<file path="src/hw/rtl/gbcc_pkg.sv">
`timescale 1ns / 1ps
`default_nettype none

package gbcc_pkg;

    // Number of summed samples in one calibration run.
    localparam int CAL_SAMPLES = 256;

    // Width of one raw gyro axis.
    localparam int SMP_W   = 16;
    localparam int AXES    = 3;

    // floor(log2(CAL_SAMPLES)): the bias is the run sum shifted right by this.
    localparam int CAL_SHIFT = $clog2(CAL_SAMPLES + 1) - 1;

    // The sum holds CAL_SAMPLES signed samples without overflow.
    localparam int SUM_W  = SMP_W + $clog2(CAL_SAMPLES);

    // Bias width; equals SMP_W when CAL_SAMPLES is a power of two.
    localparam int BIAS_W = SUM_W - CAL_SHIFT;

    // Sample counter inside a run; it counts 0 .. CAL_SAMPLES-1.
    localparam int CNT_W  = (CAL_SAMPLES > 1) ? $clog2(CAL_SAMPLES) : 1;

    localparam int SPREAD_W = 16;

    typedef logic signed [SMP_W-1:0]  t_smp;
    typedef logic signed [BIAS_W-1:0] t_bias;

    // Calibration status codes.
    localparam logic [1:0] CAL_NONE   = 2'd0;
    localparam logic [1:0] CAL_OK     = 2'd1;
    localparam logic [1:0] CAL_REJECT = 2'd2;

    typedef struct packed {
        logic       calibrating;
        logic [1:0] status;
    } t_cal_res;

endpackage

`default_nettype wire

</file>
<file path="src/hw/rtl/gbcc_corr.sv">
`timescale 1ns / 1ps
`default_nettype none

// Subtracts the per-axis bias and saturates to the sample width; a start item gives zero rates.
module gbcc_corr
    import gbcc_pkg::*;
(
    input  wire logic  i_start,
    input  wire t_smp  i_raw  [AXES],
    input  wire t_bias i_bias [AXES],
    output t_smp       o_rate [AXES]
);

    localparam int DIFF_W = BIAS_W + 1;

    logic [DIFF_W-1:0] w_diff [AXES];
    logic [DIFF_W-SMP_W:0] w_top [AXES];

    always_comb begin
        for (int i = 0; i < AXES; i++) begin
            w_diff[i] = {{(DIFF_W-SMP_W){i_raw[i][SMP_W-1]}}, i_raw[i]}
                      - {i_bias[i][BIAS_W-1], i_bias[i]};
            w_top[i]  = w_diff[i][DIFF_W-1:SMP_W-1];
            if (i_start) begin
                o_rate[i] = '0;
            end else if ((&w_top[i]) || !(|w_top[i])) begin
                o_rate[i] = w_diff[i][SMP_W-1:0];
            end else if (w_diff[i][DIFF_W-1]) begin
                o_rate[i] = {1'b1, {(SMP_W-1){1'b0}}};
            end else begin
                o_rate[i] = {1'b0, {(SMP_W-1){1'b1}}};
            end
        end
    end

endmodule

`default_nettype wire

</file>
<file path="src/hw/rtl/gbcc_cal.sv">
`timescale 1ns / 1ps
`default_nettype none

// Calibration sequencer: holds the bias, the run sums, the per-axis extremes,
// the spread limit and the run phase. One item is processed per i_step.
module gbcc_cal
    import gbcc_pkg::*;
(
    input  wire logic                i_clk,
    input  wire logic                i_rst_n,
    input  wire logic                i_cfg_we,
    input  wire logic [SPREAD_W-1:0] i_cfg_data,
    input  wire logic                i_step,
    input  wire logic                i_start,
    input  wire t_smp                i_raw  [AXES],
    output t_bias                    o_bias [AXES],
    output t_cal_res                 o_res
);

    typedef enum logic [1:0] {
        PH_IDLE,
        PH_SEED,
        PH_COLLECT
    } t_phase;

    localparam logic [CNT_W-1:0] LAST_CNT = CNT_W'(CAL_SAMPLES - 1);

    t_phase              r_phase;
    logic [CNT_W-1:0]    r_count;
    logic [SPREAD_W-1:0] r_max_spread;
    t_bias               r_bias [AXES];
    logic [SUM_W-1:0]    r_sum  [AXES];
    t_smp                r_min  [AXES];
    t_smp                r_max  [AXES];

    t_smp                n_min  [AXES];
    t_smp                n_max  [AXES];
    logic [SUM_W-1:0]    n_sum  [AXES];
    logic [SMP_W:0]      w_spread [AXES];
    logic                w_bad;
    logic                w_last;

    always_comb begin
        w_bad = 1'b0;
        for (int i = 0; i < AXES; i++) begin
            n_min[i] = (i_raw[i] < r_min[i]) ? i_raw[i] : r_min[i];
            n_max[i] = (i_raw[i] > r_max[i]) ? i_raw[i] : r_max[i];
            n_sum[i] = r_sum[i] + {{(SUM_W-SMP_W){i_raw[i][SMP_W-1]}}, i_raw[i]};
            w_spread[i] = {n_max[i][SMP_W-1], n_max[i]} - {n_min[i][SMP_W-1], n_min[i]};
            if (w_spread[i] > {1'b0, r_max_spread}) begin
                w_bad = 1'b1;
            end
        end
        w_last = (r_count == LAST_CNT);
    end

    always_comb begin
        for (int i = 0; i < AXES; i++) begin
            o_bias[i] = r_bias[i];
        end
    end

    always_ff @(posedge i_clk) begin
        if (!i_rst_n) begin
            r_phase      <= PH_IDLE;
            r_count      <= '0;
            r_max_spread <= SPREAD_W'(256);
            for (int i = 0; i < AXES; i++) begin
                r_bias[i] <= '0;
                r_sum[i]  <= '0;
            end
            o_res        <= '{calibrating: 1'b0, status: CAL_NONE};
        end else begin
            if (i_cfg_we) begin
                r_max_spread <= i_cfg_data;
            end
            if (i_step) begin
                if (i_start) begin
                    r_phase <= PH_SEED;
                    r_count <= '0;
                    for (int i = 0; i < AXES; i++) begin
                        r_sum[i] <= '0;
                    end
                    o_res <= '{calibrating: 1'b1, status: CAL_NONE};
                end else begin
                    unique case (r_phase)
                        PH_SEED: begin
                            for (int i = 0; i < AXES; i++) begin
                                r_min[i] <= i_raw[i];
                                r_max[i] <= i_raw[i];
                            end
                            r_phase <= PH_COLLECT;
                            o_res   <= '{calibrating: 1'b1, status: CAL_NONE};
                        end
                        PH_COLLECT: begin
                            for (int i = 0; i < AXES; i++) begin
                                r_min[i] <= n_min[i];
                                r_max[i] <= n_max[i];
                                r_sum[i] <= n_sum[i];
                            end
                            if (w_last) begin
                                if (!w_bad) begin
                                    for (int i = 0; i < AXES; i++) begin
                                        r_bias[i] <= n_sum[i][SUM_W-1:CAL_SHIFT];
                                    end
                                end
                                r_phase <= PH_IDLE;
                                r_count <= '0;
                                o_res   <= '{calibrating: 1'b0,
                                             status: w_bad ? CAL_REJECT : CAL_OK};
                            end else begin
                                r_count <= r_count + 1'b1;
                                o_res   <= '{calibrating: 1'b1, status: CAL_NONE};
                            end
                        end
                        default: begin
                            o_res <= '{calibrating: 1'b0, status: CAL_NONE};
                        end
                    endcase
                end
            end
        end
    end

    // The counter is cleared whenever a run is not collecting.
    a_count_idle: assert property (@(posedge i_clk) disable iff (!i_rst_n)
        (r_phase != PH_COLLECT) |-> (r_count == '0))
        else $error("run counter not cleared outside a collecting run");

    // A start item always moves the sequencer to the seed phase.
    a_start_seed: assert property (@(posedge i_clk) disable iff (!i_rst_n)
        (i_step && i_start) |=> (r_phase == PH_SEED && r_count == '0))
        else $error("start item did not restart the run");

endmodule

`default_nettype wire

</file>
<file path="src/hw/rtl/gyro_bias_calibrate_correct.sv">
`timescale 1ns / 1ps
`default_nettype none

// Gyro bias calibration and correction. Every transaction on the slave side
// yields exactly one transaction on the master side, in order. A gyro sample
// (tuser = 0) comes back as each axis minus the stored bias, saturated to
// 16 bits. A start item (tuser = 1) begins a calibration run: the next sample
// seeds the per-axis minimum and maximum, and the CAL_SAMPLES samples after
// it are summed. On the last of them the peak-to-peak spread of every axis is
// checked against max_spread; if all pass the bias becomes each sum shifted
// right by floor(log2(CAL_SAMPLES)), otherwise the old bias is kept. That
// last sample is still corrected with the old bias and reports the outcome
// in cal_status. The block takes one item per clock cycle while the output
// side is not stalled; each result passes an input register, the
// correction and calibration update in one combinational pass, and an
// output register that decouples the two sides. The bias state is ready
// right out of reset, with no clearing pass. The configuration channel is
// always ready and should only be written while no items are in flight.
module gyro_bias_calibrate_correct
    import gbcc_pkg::*;
(
    input  wire logic        i_clk,
    input  wire logic        i_rst_n,

    // Configuration: max_spread.
    input  wire logic        i_cfg_valid,
    output logic             o_cfg_ready,
    input  wire logic [15:0] i_cfg_data,

    input  wire logic        i_s_axis_tvalid,
    output logic             o_s_axis_tready,
    // [15:0] gyro_x_raw, [31:16] gyro_y_raw, [47:32] gyro_z_raw
    input  wire logic [47:0] i_s_axis_tdata,
    // [0] func (1 = start calibration)
    input  wire logic        i_s_axis_tuser,

    output logic             o_m_axis_tvalid,
    input  wire logic        i_m_axis_tready,
    // [15:0] rate_x, [31:16] rate_y, [47:32] rate_z
    output logic [47:0]      o_m_axis_tdata,
    // [0] calibrating, [2:1] cal_status
    output logic [2:0]       o_m_axis_tuser
);

    // Input register stage.
    logic  r_in_valid;
    logic  r_in_start;
    t_smp  r_in_raw [AXES];

    // Output register stage; the calibration flags are registered in gbcc_cal.
    logic  r_out_valid;
    t_smp  r_out_rate [AXES];

    logic     w_adv;
    t_bias    w_bias [AXES];
    t_smp     w_rate [AXES];
    t_cal_res w_res;

    // The input stage moves on whenever the output register is empty or
    // its contents are being taken in this cycle.
    assign w_adv           = r_in_valid && (!r_out_valid || i_m_axis_tready);
    assign o_s_axis_tready = !r_in_valid || !r_out_valid || i_m_axis_tready;
    assign o_cfg_ready     = 1'b1;

    always_ff @(posedge i_clk) begin
        if (!i_rst_n) begin
            r_in_valid <= 1'b0;
        end else if (o_s_axis_tready) begin
            r_in_valid <= i_s_axis_tvalid;
        end
    end

    always_ff @(posedge i_clk) begin
        if (o_s_axis_tready && i_s_axis_tvalid) begin
            r_in_start <= i_s_axis_tuser;
            for (int i = 0; i < AXES; i++) begin
                r_in_raw[i] <= i_s_axis_tdata[i*SMP_W +: SMP_W];
            end
        end
    end

    gbcc_corr u_corr (
        .i_start (r_in_start),
        .i_raw   (r_in_raw),
        .i_bias  (w_bias),
        .o_rate  (w_rate)
    );

    gbcc_cal u_cal (
        .i_clk      (i_clk),
        .i_rst_n    (i_rst_n),
        .i_cfg_we   (i_cfg_valid),
        .i_cfg_data (i_cfg_data),
        .i_step     (w_adv),
        .i_start    (r_in_start),
        .i_raw      (r_in_raw),
        .o_bias     (w_bias),
        .o_res      (w_res)
    );

    always_ff @(posedge i_clk) begin
        if (!i_rst_n) begin
            r_out_valid <= 1'b0;
        end else if (w_adv) begin
            r_out_valid <= 1'b1;
        end else if (i_m_axis_tready) begin
            r_out_valid <= 1'b0;
        end
    end

    always_ff @(posedge i_clk) begin
        if (w_adv) begin
            for (int i = 0; i < AXES; i++) begin
                r_out_rate[i] <= w_rate[i];
            end
        end
    end

    assign o_m_axis_tvalid = r_out_valid;
    assign o_m_axis_tdata  = {r_out_rate[2], r_out_rate[1], r_out_rate[0]};
    assign o_m_axis_tuser  = {w_res.status, w_res.calibrating};

    // A run outcome is only reported on the sample that ends the run.
    a_status_ends_run: assert property (@(posedge i_clk) disable iff (!i_rst_n)
        (o_m_axis_tvalid && o_m_axis_tuser[2:1] != CAL_NONE) |-> !o_m_axis_tuser[0])
        else $error("calibration outcome reported while still calibrating");

    // A start item comes out as zero rates with the calibrating flag set.
    a_start_result: assert property (@(posedge i_clk) disable iff (!i_rst_n)
        (w_adv && r_in_start) |=>
            (o_m_axis_tvalid && o_m_axis_tuser == {CAL_NONE, 1'b1}
             && o_m_axis_tdata == '0))
        else $error("start item result is wrong");

    // An item leaving the input stage always lands in the output register.
    a_adv_lands: assert property (@(posedge i_clk) disable iff (!i_rst_n)
        w_adv |=> o_m_axis_tvalid)
        else $error("item lost between input and output registers");

endmodule

`default_nettype wire

</file>
<file path="config.mk">
export PLATFORM = sky130hd
export DESIGN_NAME = gyro_bias_calibrate_correct
export DESIGN_NICKNAME = d
export VERILOG_FILES = /design/src/hw/rtl/gbcc_pkg.sv /design/src/hw/rtl/gbcc_corr.sv /design/src/hw/rtl/gbcc_cal.sv /design/src/hw/rtl/gyro_bias_calibrate_correct.sv
export SDC_FILE = /design/constraint.sdc
export NUM_CORES = 1
export LEC_CHECK = 0
export ABC_CLOCK_PERIOD_IN_PS = 18400
export BUFFER_PORTS_ARGS = -buffer_cell sky130_fd_sc_hd__clkbuf_2
export CELL_PAD_IN_SITES_DETAIL_PLACEMENT = 0
export CELL_PAD_IN_SITES_GLOBAL_PLACEMENT = 1
export CORE_AREA = 2 2 299 301
export CTS_CLUSTER_SIZE = 14
export DETAILED_ROUTE_END_ITERATION = 16
export DIE_AREA = 0 0 301 303
export GPL_TIMING_DRIVEN = 0
export HOLD_SLACK_MARGIN = 0.12
export PLACE_DENSITY_LB_ADDON = 0.2
export RECOVER_POWER = 100
export SLEW_MARGIN = 20
export SYNTH_ARGS = -nofsm -noshare
export SYNTH_HDL_FRONTEND = slang
export SYNTH_HIERARCHICAL = 1
export SYNTH_SLANG_ARGS = --single-unit
</file>
<file path="constraint.sdc">
create_clock -name i_clk -period 18.4 [get_ports i_clk]
set_clock_uncertainty 0.15 [all_clocks]
set_input_delay 3.68 -clock i_clk [delete_from_list [all_inputs] [get_ports i_clk]]
set_output_delay 3.68 -clock i_clk [all_outputs]
set_load 0.005 [all_outputs]
</file>
==> impl_metrics.yaml <==
worst_setup_path:
  rr_worst_depth: 30
  rrSetupSlack_ns: 4.80
  critical_path.max_fanout: 22
  r2r-end: "u_cal/r_bias[0][31]"
  cp.depth: 30
  setup.worst_path.class: "flip-flop to flip-flop"
  crit_family: "compound AO/OA/AOI/OAI gates"
  worstPathArrival_ns: 13.66
  critPathMaxStageDelay_ns: 1.72
  cp-start-kind: "flip-flop"
  critPathRequiredTime_ns: 18.46
  r2r_start: "r_in_raw[31]"
  crit_buf_inv: 4
  cpMaxStageDelayCell: "o21ai_0"
  end_kind: "flip-flop"
  startpoint: "r_in_raw[31]"
  cp-endpoint: "u_cal/r_bias[0][31]"
hold_path:
  hp-class: "flip-flop to flip-flop"
timing:
  hold_viol: 0
  finalSetupViolCount: 0
  drv_slew: 144
  rsz0062_at_grt: "false"
  min_period_ns: 13.60
  timing.slew.headroom_pct: -108
  fin_ws_ns: 4.80
  fin_setup_tns_ns: 0
  timing.fmax_ghz: 0.0735
  period_share_pct: 73.9
  worst_pin_slew_ns: 3.13
die:
  die_w_um: 301
  io_pins: 124
  core_area_um2: 88000
  start_util_pct: 29.8
  dieArea_um2: 91200
  die_h_um: 303
  rows: 109
power:
  p_leak_nw: 12.2
  power.density_nw_per_um2: 86.3
  ir_drop_uv: 63.5
logic_synthesis:
  synthArstFlopShare_pct: 0
  synth-edff-count: 313
  ys_warn_count: 6
  synthMostInstantiatedCell: "nor2_1"
  ys_types: 98
  synth_top_area_share_pct: 35.9
  ys_ff_latch: 344
  seq_area_frac_synth_pct: 38.2
  syn_area_per_cell_um2: 9.31
  synth_nets: 3196
  syn_inst: 2815
  synth_area_leaders: "edfxtp_1 (36%), ha_1 (14%), nor2_1 (4.9%), a21oi_1 (4.4%), inv_1 (3.4%)"
  syn_area_um2: 26200
  yosysTopAreaCell: "edfxtp_1"
  synth.top_cells.by_count: "nor2_1 (340), edfxtp_1 (313), ha_1 (302)"
  synthFlopType: "edfxtp_1"
route:
  routed_wl_um: 84100
  route.antenna.remaining_nets: 0
  drc_errors: 0
  vias: 21541
  drt_pass1_iterations: 6
  first_iter_violations: 1126
  wl_per_cell_um: 20.0
  viasPerCell: 5.13
clocking:
  cts_tree: "done"
  cts_hold_buf: 0
  cts_buffers: 46
  cts_resized: 0
  htree_levels: 2
  cts-root-buf: "clkbuf_16"
  cts.sinks: 344
  clk_latency_ns: 0.60
  post_cts_buffers: 0
  cts_buffer_depth: 3
  path_clk_slew_ns: 0.06
global_routing:
  grt_pass1_vias: 21345
  grt_max_degree: 49
  overflow: 0
  antenna_found_initial: 1
  globalRouteTotalUtil_pct: 18.3
  grt_pass1_wl_um: 127000
final_layout:
  ff_latch_area_um2: 10000
  area_delta_synth_final_pct: 13.5
  multi_input_area_um2: 14700
  fillerInstances: 9099
  fin_nets: 3375
  drive_gt1_share_pct: 8.01
run_status:
  violations: "max-capacitance violations, max-slew violations"
  status: "finished with violations"
place:
  finalWeightedCongestion: 0.881
  place_ws_ns: 7.93
  io_buffers: 121
  dp_hpwl_um: 64400
flow_run:
  drv_cap: 6
==> per-layer routing <==
metal	track usage [%]	vias to the layer above	wire [um]
met5	0	-	0
met4	5.89	0	2680
met3	3.43	124	4110
met2	30.0	480	38400
met1	24.2	10293	38900
li1	-	10644	-
==> where the power goes <==
group          total (mW)  switching [mW]  internal (mW)
Combinational       0.628           0.377          0.251
Sequential          0.926          0.0341          0.891
Clock                1.01           0.384          0.628
==> state kept, by name, summed over array words and instances (netlist names) <==
signal              cells
u_cal/r_sum            72
r_in_raw               48
r_out_rate             48
u_cal/r_bias           48
u_cal/r_max            48
u_cal/r_min            48
u_cal/r_max_spread     16
u_cal/r_count           8
u_cal/o_res             3
u_cal/r_phase           2
o_m_axis_tvalid         1
r_in_start              1
r_in_valid              1
==> area by class of cell <==
| class | count | share of cell area (%) |
|---|---|---|
| Sequential cell | 344 | 33.7 |
| Buffer | 86 | 1.12 |
| Multi-Input combinational cell | 2150 | 49.6 |
| Clock buffer | 51 | 4.15 |
| Timing Repair Buffer | 131 | 2.00 |
| Clock inverter | 35 | 1.59 |
| Tap cell | 1165 | 4.90 |
| Inverter | 235 | 2.97 |
| Antenna cell | 1 | 0.00841 |
==> how the worst min path moves through the flow <==
stage	depth (start not counted)	end	start
detailed placement	1	u_cal/r_count[7]	u_cal/r_count[7]
global route	1	u_cal/r_count[7]	u_cal/r_count[7]
CTS	2	u_cal/r_count[3]	u_cal/r_count[3]
finish	2	u_cal/r_count[3]	u_cal/r_count[3]
floorplan	1	u_cal/r_count[7]	u_cal/r_count[7]
global placement	2	u_cal/r_count[4]	u_cal/r_count[4]
==> worst reg2reg max path: cells and delay by family, from the launching register on <==
| family | cells | cell delay [ns] |
|---|---|---|
| AOI/OAI and AO/OA | 14 | 5.87 |
| adders and majority gates | 3 | 1.15 |
| DFF | 1 | 0.71 |
| and+or+nand+nor | 9 | 2.57 |
| buffers and inverters | 4 | 2.74 |
==> cell usage in the layout, fill, tap and decap left out, types with 10 or more instances in the layout <==
master | netlist | final
a211o_1 | 11 | 11
a211oi_1 | 21 | 21
a21o_1 | 64 | 64
a21oi_1 | 230 | 230
a221oi_1 | 12 | 12
a31oi_1 | 37 | 37
and2_1 | 21 | 16
and3_1 | 20 | 20
bufinv_16 | 0 | 10
clkbuf_1 | 68 | 122
clkbuf_16 | 0 | 49
clkbuf_2 | 0 | 85
clkinv_2 | 0 | 10
dfxtp_1 | 31 | 31
edfxtp_1 | 313 | 313
ha_1 | 302 | 302
inv_1 | 235 | 234
mux2_2 | 21 | 21
mux2i_1 | 20 | 21
nand2_1 | 194 | 194
nand2b_1 | 31 | 31
nand3_1 | 54 | 54
nand4_1 | 25 | 25
nor2_1 | 340 | 340
nor2b_1 | 53 | 54
nor3_1 | 48 | 80
nor4_1 | 10 | 10
o211ai_1 | 19 | 19
o21a_1 | 38 | 38
o21ai_0 | 167 | 170
o21bai_1 | 18 | 18
o31ai_1 | 13 | 13
or2_2 | 16 | 16
or3_1 | 11 | 11
xnor2_1 | 83 | 83
xor2_1 | 56 | 56
==> metrics by stage <==
stage	hold slack, ns	area, um^2	instances	utilization [%]	power (mW)
4_1_cts	0.355	30300	4197	34.4	2.62
3_5_place_dp	0.345	28600	4111	32.5	1.58
3_3_place_gp	0.328	28300	4101	32.1	1.57
2_1_floorplan	0.301	26200	2815	-	1.39
5_1_grt	0.387	29700	4197	33.8	2.72
6_report	0.359	29700	4198	33.8	2.57
==> cells by family (layout without fill, tap and decap cells) <==
| group | after synthesis | after routing | synth area share [%] |
|---|---|---|---|
| other | 1 | 2 | 0.0143 |
| AOI/OAI and AO/OA | 755 | 755 | 18.4 |
| adders and majority gates | 315 | 315 | 15.3 |
| xor gates and xnor gates | 140 | 140 | 4.71 |
| and+or+nand+nor | 894 | 894 | 16.7 |
| buffers and inverters | 321 | 538 | 4.75 |
| DFF | 344 | 344 | 38.2 |
| muxes | 45 | 45 | 1.92 |
Power figures use the tool's default switching activity.
